### src/rtl/esph_pkg.sv
// shared types, codes and constants of the encoder speed, position and homing block
`default_nettype none

package esph_pkg;

    // field widths
    localparam int POS_W   = 32;
    localparam int ANGLE_W = 48;
    localparam int SPEED_W = 41;
    localparam int CPR_W   = 16;
    localparam int SPS_W   = 10;
    localparam int TMO_W   = 32;
    localparam int IN_W    = 16;

    localparam int COUNTER_BITS_DEF = 16;

    // scaling lanes: product = magnitude * small factor, then << Q_SHIFT, then / cpr
    // angle: 360 * 256 = 90 << 10, speed: sps * 60 * 256 = (sps * 15) << 10
    localparam int MUL_W         = 14;
    localparam int Q_SHIFT       = 10;
    localparam int ANGLE_FACTOR  = 90;
    localparam int SPEED_FACTOR  = 15;
    localparam int FACTOR_SHIFT  = 4;

    // configuration
    localparam int CFG_IDX_W  = 2;
    localparam int CFG_DATA_W = 32;
    localparam logic [CFG_IDX_W-1:0] CFG_CPR     = 2'd0;
    localparam logic [CFG_IDX_W-1:0] CFG_SPS     = 2'd1;
    localparam logic [CFG_IDX_W-1:0] CFG_TIMEOUT = 2'd2;

    localparam logic [CPR_W-1:0] CPR_RESET = 16'd4096;
    localparam logic [SPS_W-1:0] SPS_RESET = 10'd10;
    localparam logic [TMO_W-1:0] TMO_RESET = 32'd10000;

    // motor commands
    localparam logic [1:0] MOTOR_NONE    = 2'd0;
    localparam logic [1:0] MOTOR_REVERSE = 2'd1;
    localparam logic [1:0] MOTOR_HALT    = 2'd2;

    // direction codes, two bit signed
    localparam logic [1:0] DIR_STILL = 2'b00;
    localparam logic [1:0] DIR_FWD   = 2'b01;
    localparam logic [1:0] DIR_REV   = 2'b11;

    typedef enum logic [1:0] {
        KIND_SAMPLE = 2'd0,
        KIND_START  = 2'd1,
        KIND_HOME   = 2'd2,
        KIND_TICK   = 2'd3
    } kind_t;

    typedef enum logic [1:0] {
        PH_IDLE    = 2'd0,
        PH_RUNNING = 2'd1,
        PH_SUCCESS = 2'd2,
        PH_TIMEOUT = 2'd3
    } phase_t;

    typedef enum logic [1:0] {
        SC_IDLE,
        SC_MUL,
        SC_DIV,
        SC_FIN
    } scale_state_t;

    typedef enum logic [1:0] {
        TS_IDLE,
        TS_CALC,
        TS_PUT
    } top_state_t;

    typedef struct packed {
        phase_t     phase;
        logic [1:0] motor;
        logic       clear;
    } homing_stat_t;

endpackage

`default_nettype wire

### src/rtl/esph_scale.sv
// one scaling lane: bit-serial multiply, then bit-serial restoring divide, then sign and clamp
`default_nettype none

module esph_scale import esph_pkg::*; #(
    parameter int A_W   = POS_W,
    parameter int B_W   = MUL_W,
    parameter int SHIFT = Q_SHIFT,
    parameter int DIV_W = CPR_W,
    parameter int OUT_W = ANGLE_W
) (
    input  wire logic                    clk,
    input  wire logic                    rst_n,
    input  wire logic                    start,
    input  wire logic [A_W-1:0]          a_mag,
    input  wire logic [B_W-1:0]          b,
    input  wire logic                    neg,
    input  wire logic [DIV_W-1:0]        divisor,
    output logic                         done,
    output logic signed [OUT_W-1:0]      result
);

    localparam int P_W   = A_W + B_W;
    localparam int NUM_W = P_W + SHIFT;
    localparam int CNT_W = $clog2(NUM_W);
    localparam int HI_W  = NUM_W - OUT_W + 1;

    scale_state_t state_reg, state_next;

    logic [A_W-1:0]   a_reg;
    logic [P_W-1:0]   prod_reg;
    logic [P_W-1:0]   prod_next;
    logic [A_W:0]     part_sum;
    logic [NUM_W-1:0] num_reg;
    logic [DIV_W-1:0] rem_reg;
    logic [DIV_W-1:0] rem_next;
    logic [DIV_W:0]   rem_sh;
    logic             q_bit;
    logic [DIV_W-1:0] divisor_reg;
    logic             neg_reg;
    logic [CNT_W-1:0] cnt_reg;

    logic [HI_W-1:0]  q_hi;
    logic             pos_ovf;
    logic             neg_ovf;
    logic [OUT_W-1:0] mag;

    // shift-add multiply, multiplier held in the low bits of the product
    assign part_sum  = {1'b0, prod_reg[P_W-1:B_W]} + (prod_reg[0] ? {1'b0, a_reg} : '0);
    assign prod_next = {part_sum, prod_reg[B_W-1:1]};

    // restoring divide step, quotient bits shift in behind the numerator
    assign rem_sh   = {rem_reg, num_reg[NUM_W-1]};
    assign q_bit    = rem_sh >= {1'b0, divisor_reg};
    assign rem_next = q_bit ? DIV_W'(rem_sh - {1'b0, divisor_reg}) : rem_sh[DIV_W-1:0];

    always_comb
    begin
        state_next = state_reg;
        case (state_reg)
            SC_IDLE:
            begin
                if (start)
                begin
                    state_next = SC_MUL;
                end
            end
            SC_MUL:
            begin
                if (cnt_reg == '0)
                begin
                    state_next = SC_DIV;
                end
            end
            SC_DIV:
            begin
                if (cnt_reg == '0)
                begin
                    state_next = SC_FIN;
                end
            end
            SC_FIN:
            begin
                state_next = SC_IDLE;
            end
            default:
            begin
                state_next = SC_IDLE;
            end
        endcase
    end

    always_ff @(posedge clk or negedge rst_n)
    begin
        if (!rst_n)
        begin
            state_reg <= SC_IDLE;
            cnt_reg   <= '0;
        end
        else
        begin
            state_reg <= state_next;
            case (state_reg)
                SC_IDLE:
                begin
                    cnt_reg <= CNT_W'(B_W - 1);
                end
                SC_MUL:
                begin
                    cnt_reg <= (cnt_reg == '0) ? CNT_W'(NUM_W - 1) : cnt_reg - 1'b1;
                end
                SC_DIV:
                begin
                    cnt_reg <= cnt_reg - 1'b1;
                end
                default:
                begin
                    cnt_reg <= cnt_reg;
                end
            endcase
        end
    end

    always_ff @(posedge clk)
    begin
        case (state_reg)
            SC_IDLE:
            begin
                if (start)
                begin
                    a_reg       <= a_mag;
                    prod_reg    <= {{A_W{1'b0}}, b};
                    neg_reg     <= neg;
                    divisor_reg <= divisor;
                end
            end
            SC_MUL:
            begin
                prod_reg <= prod_next;
                if (cnt_reg == '0)
                begin
                    num_reg <= {prod_next, {SHIFT{1'b0}}};
                    rem_reg <= '0;
                end
            end
            SC_DIV:
            begin
                num_reg <= {num_reg[NUM_W-2:0], q_bit};
                rem_reg <= rem_next;
            end
            default:
            begin
                num_reg <= num_reg;
            end
        endcase
    end

    // clamp to the signed output range, quotient magnitude is truncated toward zero
    assign q_hi    = num_reg[NUM_W-1:OUT_W-1];
    assign mag     = num_reg[OUT_W-1:0];
    assign pos_ovf = |q_hi;
    assign neg_ovf = (q_hi > HI_W'(1)) || ((q_hi == HI_W'(1)) && (|num_reg[OUT_W-2:0]));

    always_comb
    begin
        done = (state_reg == SC_FIN);
        if (neg_reg)
        begin
            result = neg_ovf ? signed'({1'b1, {(OUT_W-1){1'b0}}}) : signed'(OUT_W'(-mag));
        end
        else
        begin
            result = pos_ovf ? signed'({1'b0, {(OUT_W-1){1'b1}}}) : signed'(mag);
        end
    end

    a_done_after_div: assert property (@(posedge clk) disable iff (!rst_n)
        done |-> $past(state_reg == SC_DIV))
        else $error("scale lane finished without a divide pass");

    a_rem_below_div: assert property (@(posedge clk) disable iff (!rst_n)
        (state_reg == SC_DIV) |-> (rem_reg < divisor_reg))
        else $error("divide remainder not below divisor");

endmodule

`default_nettype wire

### src/rtl/esph_homing.sv
// homing sequencer: start, home switch and millisecond timeout handling
`default_nettype none

module esph_homing import esph_pkg::*; (
    input  wire logic              clk,
    input  wire logic              rst_n,
    input  wire logic              evt_valid,
    input  wire kind_t             kind,
    input  wire logic [TMO_W-1:0]  limit_ms,
    output homing_stat_t           stat
);

    phase_t             phase_reg, phase_next;
    logic [TMO_W-1:0]   elapsed_reg, elapsed_next;
    logic [TMO_W-1:0]   elapsed_inc;
    logic               over_time;

    // elapsed time saturates at all ones
    assign elapsed_inc = (elapsed_reg == '1) ? elapsed_reg : elapsed_reg + 1'b1;
    assign over_time   = elapsed_inc > limit_ms;

    always_comb
    begin
        phase_next = phase_reg;
        case (phase_reg)
            PH_IDLE, PH_SUCCESS:
            begin
                if (evt_valid && kind == KIND_START)
                begin
                    phase_next = PH_RUNNING;
                end
            end
            PH_RUNNING:
            begin
                if (evt_valid && kind == KIND_HOME)
                begin
                    phase_next = PH_SUCCESS;
                end
                else if (evt_valid && kind == KIND_TICK && over_time)
                begin
                    phase_next = PH_TIMEOUT;
                end
            end
            PH_TIMEOUT:
            begin
                phase_next = PH_TIMEOUT;
            end
            default:
            begin
                phase_next = PH_IDLE;
            end
        endcase
    end

    always_comb
    begin
        stat.phase   = phase_reg;
        stat.motor   = MOTOR_NONE;
        stat.clear   = 1'b0;
        elapsed_next = elapsed_reg;
        case (phase_reg)
            PH_IDLE, PH_SUCCESS:
            begin
                if (evt_valid && kind == KIND_START)
                begin
                    stat.motor   = MOTOR_REVERSE;
                    elapsed_next = '0;
                end
            end
            PH_RUNNING:
            begin
                if (evt_valid && kind == KIND_HOME)
                begin
                    stat.motor = MOTOR_HALT;
                    stat.clear = 1'b1;
                end
                else if (evt_valid && kind == KIND_TICK)
                begin
                    elapsed_next = elapsed_inc;
                    if (over_time)
                    begin
                        stat.motor = MOTOR_HALT;
                    end
                end
            end
            default:
            begin
                stat.motor = MOTOR_NONE;
            end
        endcase
    end

    always_ff @(posedge clk or negedge rst_n)
    begin
        if (!rst_n)
        begin
            phase_reg   <= PH_IDLE;
            elapsed_reg <= '0;
        end
        else
        begin
            phase_reg   <= phase_next;
            elapsed_reg <= elapsed_next;
        end
    end

    a_reverse_runs: assert property (@(posedge clk) disable iff (!rst_n)
        (evt_valid && stat.motor == MOTOR_REVERSE) |=> (phase_reg == PH_RUNNING))
        else $error("reverse drive issued without entering running");

    a_timeout_sticks: assert property (@(posedge clk) disable iff (!rst_n)
        (phase_reg == PH_TIMEOUT) |=> (phase_reg == PH_TIMEOUT))
        else $error("timeout left before reset");

endmodule

`default_nettype wire

### src/rtl/encoder_speed_position_homing.sv
// top level: sample delta, position, direction, angle and speed scaling, homing, result register
//
// channel  side    handshake             beat
// in       sink    in_valid / in_stall   kind, counter_value
// out      source  out_valid / out_stall position, angle_q8, direction, speed_q8,
//                                        homing_status, motor_command, counter_clear
// cfg      sink    cfg_valid / cfg_ready cfg_index, cfg_data
//
// a counter sample beat gets its result from two scaling lanes that run side by side,
// each a bit-serial multiply by the 14-bit factor and a 56-step restoring divide by counts_per_rev
// start, home switch and tick beats skip the scaling lanes and go straight to the put state
// rst_n asynchronously clears control and tracking state and loads the register reset values
// a new input beat is taken while the previous result waits in the output register
// a stalled output holds its beat, the next result waits in staging until the slot frees
`default_nettype none

module encoder_speed_position_homing import esph_pkg::*; #(
    parameter int COUNTER_BITS = COUNTER_BITS_DEF
) (
    input  wire logic                     clk,
    input  wire logic                     rst_n,

    input  wire logic                     in_valid,
    output logic                          in_stall,
    input  wire logic [1:0]               kind,
    input  wire logic [IN_W-1:0]          counter_value,

    output logic                          out_valid,
    input  wire logic                     out_stall,
    output logic signed [POS_W-1:0]       position,
    output logic signed [ANGLE_W-1:0]     angle_q8,
    output logic signed [1:0]             direction,
    output logic signed [SPEED_W-1:0]     speed_q8,
    output logic [1:0]                    homing_status,
    output logic [1:0]                    motor_command,
    output logic                          counter_clear,

    input  wire logic                     cfg_valid,
    output logic                          cfg_ready,
    input  wire logic [CFG_IDX_W-1:0]     cfg_index,
    input  wire logic [CFG_DATA_W-1:0]    cfg_data
);

    top_state_t state_reg, state_next;

    logic [CPR_W-1:0] cpr_reg;
    logic [SPS_W-1:0] sps_reg;
    logic [TMO_W-1:0] tmo_reg;

    logic [COUNTER_BITS-1:0]  prev_count_reg;
    logic [POS_W-1:0]         position_reg;
    logic signed [ANGLE_W-1:0] angle_reg;
    logic signed [SPEED_W-1:0] speed_reg;
    logic [1:0]               dir_reg;
    logic [1:0]               motor_stage_reg;
    logic                     clear_stage_reg;

    logic                     out_valid_reg;
    logic signed [POS_W-1:0]  pos_out_reg;
    logic signed [ANGLE_W-1:0] angle_out_reg;
    logic [1:0]               dir_out_reg;
    logic signed [SPEED_W-1:0] speed_out_reg;
    logic [1:0]               phase_out_reg;
    logic [1:0]               motor_out_reg;
    logic                     clear_out_reg;

    logic in_fire;
    logic sample_fire;
    logic put_fire;
    logic lane_start;

    logic [COUNTER_BITS+IN_W-1:0] raw_ext;
    logic [COUNTER_BITS-1:0]      now_count;
    logic [COUNTER_BITS-1:0]      diff;
    logic [COUNTER_BITS-1:0]      diff_mag;
    logic                         delta_neg;
    logic [POS_W-1:0]             pos_new;
    logic [POS_W-1:0]             pos_mag;
    logic [SPS_W+FACTOR_SHIFT-1:0] sps_ext;
    logic [MUL_W-1:0]             speed_factor;
    logic [CPR_W-1:0]             div_cpr;

    homing_stat_t hstat;

    logic                      angle_done;
    logic                      speed_done;
    logic signed [ANGLE_W-1:0] angle_res;
    logic signed [SPEED_W-1:0] speed_res;

    // configuration
    assign cfg_ready = 1'b1;

    always_ff @(posedge clk or negedge rst_n)
    begin
        if (!rst_n)
        begin
            cpr_reg <= CPR_RESET;
            sps_reg <= SPS_RESET;
            tmo_reg <= TMO_RESET;
        end
        else if (cfg_valid && cfg_ready)
        begin
            case (cfg_index)
                CFG_CPR:     cpr_reg <= cfg_data[CPR_W-1:0];
                CFG_SPS:     sps_reg <= cfg_data[SPS_W-1:0];
                CFG_TIMEOUT: tmo_reg <= cfg_data[TMO_W-1:0];
                default:     cpr_reg <= cpr_reg;
            endcase
        end
    end

    // sample delta, wraps at the counter width
    assign raw_ext   = {{COUNTER_BITS{1'b0}}, counter_value};
    assign now_count = raw_ext[COUNTER_BITS-1:0];
    assign diff      = now_count - prev_count_reg;
    assign delta_neg = diff[COUNTER_BITS-1];
    assign diff_mag  = delta_neg ? COUNTER_BITS'(-diff) : diff;
    assign pos_new   = position_reg + POS_W'(signed'(diff));
    assign pos_mag   = pos_new[POS_W-1] ? POS_W'(-pos_new) : pos_new;

    // sps * 15 as a shift and subtract
    assign sps_ext      = {{FACTOR_SHIFT{1'b0}}, sps_reg};
    assign speed_factor = MUL_W'((sps_ext << FACTOR_SHIFT) - sps_ext);
    assign div_cpr      = (cpr_reg == '0) ? CPR_W'(1) : cpr_reg;

    assign in_fire     = in_valid && !in_stall;
    assign sample_fire = in_fire && (kind == KIND_SAMPLE);

    always_comb
    begin
        state_next = state_reg;
        case (state_reg)
            TS_IDLE:
            begin
                if (in_fire)
                begin
                    state_next = (kind == KIND_SAMPLE) ? TS_CALC : TS_PUT;
                end
            end
            TS_CALC:
            begin
                if (angle_done)
                begin
                    state_next = TS_PUT;
                end
            end
            TS_PUT:
            begin
                if (put_fire)
                begin
                    state_next = TS_IDLE;
                end
            end
            default:
            begin
                state_next = TS_IDLE;
            end
        endcase
    end

    always_comb
    begin
        in_stall   = (state_reg != TS_IDLE);
        lane_start = 1'b0;
        put_fire   = 1'b0;
        case (state_reg)
            TS_IDLE:
            begin
                lane_start = sample_fire;
            end
            TS_PUT:
            begin
                put_fire = !out_valid_reg || !out_stall;
            end
            default:
            begin
                put_fire = 1'b0;
            end
        endcase
    end

    always_ff @(posedge clk or negedge rst_n)
    begin
        if (!rst_n)
        begin
            state_reg      <= TS_IDLE;
            prev_count_reg <= '0;
            position_reg   <= '0;
            angle_reg      <= '0;
            speed_reg      <= '0;
            dir_reg        <= DIR_STILL;
            out_valid_reg  <= 1'b0;
        end
        else
        begin
            state_reg <= state_next;
            if (sample_fire)
            begin
                prev_count_reg <= now_count;
                position_reg   <= pos_new;
                dir_reg        <= delta_neg ? DIR_REV : ((diff != '0) ? DIR_FWD : DIR_STILL);
            end
            else if (in_fire && hstat.clear)
            begin
                prev_count_reg <= '0;
                position_reg   <= '0;
                angle_reg      <= '0;
                speed_reg      <= '0;
                dir_reg        <= DIR_STILL;
            end
            if ((state_reg == TS_CALC) && angle_done)
            begin
                angle_reg <= angle_res;
                speed_reg <= speed_res;
            end
            if (put_fire)
            begin
                out_valid_reg <= 1'b1;
            end
            else if (!out_stall)
            begin
                out_valid_reg <= 1'b0;
            end
        end
    end

    // staging and output payload
    always_ff @(posedge clk)
    begin
        if (in_fire)
        begin
            motor_stage_reg <= hstat.motor;
            clear_stage_reg <= hstat.clear;
        end
        if (put_fire)
        begin
            pos_out_reg   <= signed'(position_reg);
            angle_out_reg <= angle_reg;
            dir_out_reg   <= dir_reg;
            speed_out_reg <= speed_reg;
            phase_out_reg <= hstat.phase;
            motor_out_reg <= motor_stage_reg;
            clear_out_reg <= clear_stage_reg;
        end
    end

    assign out_valid     = out_valid_reg;
    assign position      = pos_out_reg;
    assign angle_q8      = angle_out_reg;
    assign direction     = signed'(dir_out_reg);
    assign speed_q8      = speed_out_reg;
    assign homing_status = phase_out_reg;
    assign motor_command = motor_out_reg;
    assign counter_clear = clear_out_reg;

    esph_homing u_homing (
        .clk        (clk),
        .rst_n      (rst_n),
        .evt_valid  (in_fire && (kind != KIND_SAMPLE)),
        .kind       (kind_t'(kind)),
        .limit_ms   (tmo_reg),
        .stat       (hstat)
    );

    esph_scale #(
        .A_W   (POS_W),
        .B_W   (MUL_W),
        .SHIFT (Q_SHIFT),
        .DIV_W (CPR_W),
        .OUT_W (ANGLE_W)
    ) u_angle (
        .clk     (clk),
        .rst_n   (rst_n),
        .start   (lane_start),
        .a_mag   (pos_mag),
        .b       (MUL_W'(ANGLE_FACTOR)),
        .neg     (pos_new[POS_W-1]),
        .divisor (div_cpr),
        .done    (angle_done),
        .result  (angle_res)
    );

    esph_scale #(
        .A_W   (POS_W),
        .B_W   (MUL_W),
        .SHIFT (Q_SHIFT),
        .DIV_W (CPR_W),
        .OUT_W (SPEED_W)
    ) u_speed (
        .clk     (clk),
        .rst_n   (rst_n),
        .start   (lane_start),
        .a_mag   (POS_W'(diff_mag)),
        .b       (speed_factor),
        .neg     (delta_neg),
        .divisor (div_cpr),
        .done    (speed_done),
        .result  (speed_res)
    );

    a_lanes_in_step: assert property (@(posedge clk) disable iff (!rst_n)
        angle_done == speed_done)
        else $error("angle and speed lanes out of step");

    a_lane_done_in_calc: assert property (@(posedge clk) disable iff (!rst_n)
        angle_done |-> (state_reg == TS_CALC))
        else $error("lane result arrived outside calculation");

    a_out_from_put: assert property (@(posedge clk) disable iff (!rst_n)
        $rose(out_valid_reg) |-> $past(state_reg == TS_PUT))
        else $error("result beat raised outside the put state");

endmodule

`default_nettype wire
### config.mk
export PLATFORM = sky130hd
export DESIGN_NAME = encoder_speed_position_homing
export DESIGN_NICKNAME = d
export VERILOG_FILES = /design/src/rtl/esph_pkg.sv /design/src/rtl/esph_scale.sv /design/src/rtl/esph_homing.sv /design/src/rtl/encoder_speed_position_homing.sv
export SDC_FILE = /design/constraint.sdc
export NUM_CORES = 1
export LEC_CHECK = 0
export BUFFER_PORTS_ARGS = -buffer_cell sky130_fd_sc_hd__buf_2
export CORE_ASPECT_RATIO = 0.8
export CORE_MARGIN = 2
export CORE_UTILIZATION = 35
export CTS_CLUSTER_DIAMETER = 150
export CTS_CLUSTER_SIZE = 30
export DETAILED_ROUTE_END_ITERATION = 6
export GPL_ROUTABILITY_DRIVEN = 0
export MAX_ROUTING_LAYER = met4
export PLACE_DENSITY_LB_ADDON = 0.2
export SETUP_SLACK_MARGIN = 0.3
export SYNTH_ARGS = -nofsm -noshare
export SYNTH_HDL_FRONTEND = slang
export SYNTH_SLANG_ARGS = --single-unit
### constraint.sdc
create_clock -name clk -period 10 [get_ports clk]
set_input_delay 1 -clock clk [delete_from_list [all_inputs] [get_ports clk]]
set_output_delay 1 -clock clk [all_outputs]
set_load 0.05 [all_outputs]
Word level (Yosys, flattened, before mapping) --
Index checks and enable logic that the tools add are counted.
Operators by class: add/subtract/negate cells 14, $lt $le $gt $ge 5, muxes and demuxes 75, reduce and logical (&&, ||, !) cells 58, eq/ne operators 34
Operators by type and width (count):
- 48-bit 2-to-1 mux | 6
- 41-bit 2-to-1 mux | 6
- 32-bit 2-to-1 mux | 7
- 56-bit one-hot mux with 2 select lines | 2
- 46-bit one-hot mux with 2 select lines | 2
- 16-bit 2-to-1 mux | 8
- 56-bit 2-to-1 mux | 2
- 46-bit 2-to-1 mux | 2
- 32-bit by 33-bit adder with 33-bit output | 2
- 16-bit one-hot mux with 2 select lines | 2
- 32-bit one-hot mux with 2 select lines | 1
- 48-bit negation | 1
- 16-bit subtractor | 3
- 47-bit OR reduction | 1
- 41-bit negation | 1
- 40-bit OR reduction | 1
- 2-bit 2-to-1 mux | 18
- 6-bit one-hot mux with 3 select lines | 2
- 17-bit by 16-bit >= comparator with 1-bit output | 2
- 32-bit by 1-bit adder with 32-bit output, second input constant | 1
- 32-bit adder | 1
- 32-bit == test, second input constant | 1
- 32-bit > comparator | 1
- 32-bit negation | 1
- other kinds (34) | 112
Word-level totals: logic and storage cells 225, input bits 57, register bits after elaboration 699, output and inout port bits 131

Logic depth before layout (Yosys ltp) --
word-level depth 11, depth in mapped cells 27, gate-level depth less buffers 26

Modules after synthesis --
Synthesis repeated with hierarchy kept, for this count alone.
Second synthesis, totals: cell total of the unflattened synthesis 3875, area total of the unflattened synthesis 40608.9 µm²
By module, submodules not included:
- encoder_speed_position_homing | area an instance 15348.5 µm², cells each 1249, instances 1, sequential area each 8948.6 µm²
- esph_scale (u_angle) | area an instance 11079.4 µm², cells each 1115, instances 1, sequential area each 5215.0 µm²
- esph_scale (u_speed) | area an instance 11014.3 µm², cells each 1112, instances 1, sequential area each 5215.0 µm²
- esph_homing | area an instance 3166.8 µm², cells each 399, instances 1, sequential area each 850.8 µm²

Least setup slack after synthesis --
OpenSTA, ideal clock, no wires.
kind input port to flip-flop, start point input port out_stall, end point register angle_out_reg[0] (netlist: angle_q8[0]) (enable), setup time 0.658 ns, stages on the path 1, path buffers 0, data required time 9.342 ns, arrival 7.182 ns, path slack 2.159 ns, cells stage by stage a21oi_1
On the way: word-level cells in the longest chain between the ends 3
Ends and longest elaborated chain:
- start, declared | line encoder_speed_position_homing.sv:29 | input wire logic out_stall,
- 1-bit logical NOT
- 1-bit logical OR | line encoder_speed_position_homing.sv:173 | put_fire = !out_valid_reg || !out_stall;
- 1-bit 2-to-1 mux | line encoder_speed_position_homing.sv:166 | case (state_reg)
- end signal, assigned | line encoder_speed_position_homing.sv:238 | angle_out_reg <= angle_reg;
- end, declared | line encoder_speed_position_homing.sv:60 | logic signed [ANGLE_W-1:0] angle_out_reg;
No other way between the ends. A chain may end at the register's enable or synchronous reset.

Worst setup path in the final report --
start point input port counter_value[1], end point register u_angle.a_reg[10] (data pin)
On the way: word-level cells in the longest chain between the ends 4
Ends and longest elaborated chain:
- start, declared | line encoder_speed_position_homing.sv:26 | input wire logic [IN_W-1:0] counter_value,
- 16-bit subtractor * | line encoder_speed_position_homing.sv:115 | assign diff = now_count - prev_count_reg;
- 32-bit adder * | line encoder_speed_position_homing.sv:118 | assign pos_new = position_reg + POS_W'(signed'(diff));
- 32-bit negation | line encoder_speed_position_homing.sv:119 | assign pos_mag = pos_new[POS_W-1] ? POS_W'(-pos_new) : pos_new;
- 31-bit 2-to-1 mux * | line encoder_speed_position_homing.sv:119
- net pos_mag[10] | line encoder_speed_position_homing.sv:78 | logic [POS_W-1:0] pos_mag;
- end signal, assigned | line esph_scale.sv:130 | a_reg <= a_mag;
- end, declared | line esph_scale.sv:29 | logic [A_W-1:0] a_reg;
The timed path passes the listed nets; every way through them passes the cells marked *.

==> summary.txt <==
Global route
  – Layer with the highest usage after global routing: met1
  – Met3 usage: 0.01561
  – Wire length of the first global-routing pass: 145.8 mm
  – Total routing usage reported by global routing: 0.1727
  – Vias in the first global route: approximately 24000
  – Number of antenna violations at the first check in global routing: 5
  – GR met2 Demand/Resource: 0.2365
  – Overflow left after global routing: 0
  – Pin count of the biggest net entering global routing: 130
  – Met1 Resource Use GR: 0.2786

Synthesis
  – Gate count after technology mapping: 3530
  – Flip-flop and latch count after synthesis: 699
  – Most frequent cell after synthesis: edfxtp_1
  – Share of the synthesized area in the top cell type: 0.3630
  – Biggest area consumer among synthesized cells: edfxtp_1
  – Number of distinct library cells after synthesis: 90
  – Most instantiated cells after synthesis: edfxtp_1, nand2_1, o21ai_0, nor2_1, dfrtp_1
  – Sequential-to-total area share from yosys stat: 0.5318
  – Ranking of synthesized cells by area: edfxtp_1, dfrtp_1, ha_1, nand2_1, o21ai_0
  – Count of flip-flops with a built-in enable after synthesis: 449
  – Top flip-flop cell by instance count after synthesis: edfxtp_1
  – Net count after synthesis: 3776
  – Ys async rst share: 0.3577
  – Ys Warns: 0
  – Syn Area/Cell: 10.52 um^2
  – Netlist area before placement: 37140 um^2

Detailed routing
  – Vias per inst: ~5.1
  – Wirelength per Cell: 18.30 um
  – Number of search-and-repair iterations in the first detailed-routing pass: 5
  – Aggregate routed wire length: ~93 mm
  – Drt initial violations: 2070
  – DRC errors left: 0
  – Number of vias after detailed routing: 25990
  – Number of nets with antenna violations after routing: 0

Clocking
  – Clock Sinks: 699
  – Post-CTS clock slew at the launch and capture registers of the worst setup and hold paths: ~0.13 ns
  – Clk root buf: clkbuf_16
  – Buffers inserted during post-CTS setup optimization: 0
  – Hold-fix buffer count after cts: 0
  – H-tree lvl count: 1
  – Skew-Pair Late Insertion Delay: 0.67 ns
  – Clock tree buffer depth: 3
  – CTS Buf Count: 27
  – Post-CTS Resized: 0
  – Clock tree from TritonCTS: done

Timing
  – Final critical path time including I/O delays and setup: 6.603 ns
  – Final Hold Vio Count: 0
  – Unrepaired setup endpoints after global routing: no
  – Period Utilization, post-route: 0.6603
  – Fmax: roughly 150 MHz
  – Relative slew slack: 0.2144
  – Transition time at the pin with the least slew margin: 1.174 ns
  – Hold Slack: between 0.3 and 0.4 ns
  – Final setup violation count: 0
  – Worst setup skew after layout: 0.05407 ns
  – Count of pins over their slew limit: 0
  – Minimum setup slack in the final design: 3.397 ns
  – Sum of negative setup slack: 0 ns

Worst hold path
  – Type of the worst min-delay path: in2async

Pwr
  – Peak supply drop: 0.0001974 V
  – Leakage power of the design: 16.23 nW
  – Power per cell area: 355.7 nW/um^2

Placement
  – Pre-CTS setup slack: between 2 and 3 ns
  – Number of placed instances with taps included: 5011
  – Placement Cell Area: between 30000 and 40000 um^2
  – Detailed placement HPWL: 66.02 mm
  – Number of I/O port buffers: 186

Worst setup path
  – Cells traversed along the worst timing path: buf_2 > ha_1 > a21o_1 > a21o_1 > a21oi_1 > o21a_1 > o2111ai_1 > a21o_1 > xor2_1 > inv_1 > ha_1 > a21oi_1 > o21ai_0 > a31oi_1 > o21ai_0 > o211ai_2 > a311oi_2 > a31oi_1 > xnor2_1 > xnor2_2 > buf_4 > inv_2 > o21ai_0 > xnor2_1
  – Delay of the slowest cell on the worst path: between 0.6 and 0.7 ns
  – Cell family with most CP delay: compound AO/OA/AOI/OAI gates
  – Worst-path cell with the longest stage delay: inv_1
  – Data arrival, critical path: 6.99 ns
  – Worst EP required: 10.39 ns
  – R2r setup slk: 3.45 ns
  – Capturing element type of the critical path: register
  – Element type at the critical path start: input port
  – Critical Path Fanout Max: 30
  – Buffers plus inverters on the worst setup path: 4
  – Class of the most critical setup path: in2reg

Floorplan
  – Total die area: 108700 um^2
  – Die height: 295.4 um
  – Ports: 188
  – Starting density of the core: 0.3540
  – Die Width: 368.2 um
  – Site Rows: between 100 and 150
  – Core outline area: 104900 um^2

Layout
  – Total non-filler cell area in the finished layout: 40440 um^2
  – Max FFs per register: 64
  – Post-layout instance count excluding filler cells: ~5000
  – Area growth syn-to-layout: 8.884%
  – Antenna Cells: 0
  – Fraction of layout instances using a drive strength above 1: 0.1162
  – Filler cell count in the final layout: around 10000
  – Nets@finish: 3882

Run
  – Max Cap Violations: 0

Outcome
  – Result of the run: finished, final reports clean
## worst register-to-register path, stage by stage (launching register included)
cell and delay (ns):
dfrtp_1 0.38, inv_1 0.11, ha_1 0.24, a21o_1 0.18, a21o_1 0.21, a21oi_1 0.30, o21a_1 0.24, o2111ai_1 0.14
a21o_1 0.20, xor2_1 0.45, inv_1 0.64, ha_1 0.64, a21oi_1 0.10, o21ai_0 0.28, a31oi_1 0.13, o21ai_0 0.27
o211ai_2 0.16, a311oi_2 0.31, a31oi_1 0.15, xnor2_1 0.24, xnor2_2 0.08, buf_4 0.24, inv_2 0.25, o21ai_0 0.18
xnor2_1 0.16
## cell families (layout without fill, tap and decap cells)
kind of cell / count (synthesis) / in the layout / synth area share
buffers and inverters: 315 / 442 / 0.03258
adders and majority gates: 189 / 189 / 0.06489
muxes: 109 / 109 / 0.03292
other: 1 / 1 / 0.0001010
DFF: 699 / 699 / 0.5318
xor gates and xnor gates: 208 / 208 / 0.04926
AOI/OAI and AO/OA: 855 / 855 / 0.1400
and+or+nand+nor: 1154 / 1154 / 0.1485
## worst paths after layout
path,start,to,cells after the start
min in group clk,motor_stage_reg[0]$_DFFE_PP_,motor_command[0]$_DFFE_PP_,0
max in group asynchronous,rst_n,cpr_reg[3]$_DFFE_PN0P_,2
max reg2reg,prev_count_reg[1]$_DFFE_PN0P_,u_angle.a_reg[10]$_DFFE_PP_,24
max,counter_value[1],u_angle.a_reg[10]$_DFFE_PP_,24
min reg2reg,motor_stage_reg[0]$_DFFE_PP_,motor_command[0]$_DFFE_PP_,0
min,rst_n,angle_reg[9]$_DFFE_PN0P_,1
## through the flow
| stage | power (mW) | util |
|---|---|---|
| finish | 14.39 | 0.3855 |
| global placement | 12.90 | 0.3779 |
| detailed placement | 12.99 | 0.3779 |
| CTS | 14.50 | 0.3855 |
| global route | 15.53 | 0.3855 |
| floorplan | 10.99 | - |
## per-layer routing
metal / vias to the layer above / wire length [um]
li1: 12920 / -
met1: 12490 / 50610
met2: 533 / 36950
met3: 50 / 3967
met4: 0 / 1067
met5: - / 0
## power breakdown
group          switching [mW]  total [mW]  leakage [nW]  internal [mW]
Combinational            4.95        7.56          8.44           2.62
Sequential              0.679        5.36          7.42           4.68
Clock                   0.938        1.47         0.373          0.528
## cell type report
class                      instances  area (um^2)  area share
sequential                       699        19750      0.4884
multi-input combinational       2516        16280      0.4026
tap                             1404         1757     0.04344
timing repair buffer             221         1216     0.03008
clock buffer                      48        754.5     0.01866
inverter                         171        641.9     0.01587
clock inverter                     2        38.79   0.0009592
## cells in the final DEF, fill, tap and decap left out, drive strengths merged, types with 105 or more instances in the layout
cell    instances
buf           221
nor2          262
xnor2         121
o21ai         314
inv           171
dfrtp         242
ha            183
nand2         415
edfxtp        449
a21oi         188
mux2          105
Power figures use the tool's default switching activity.
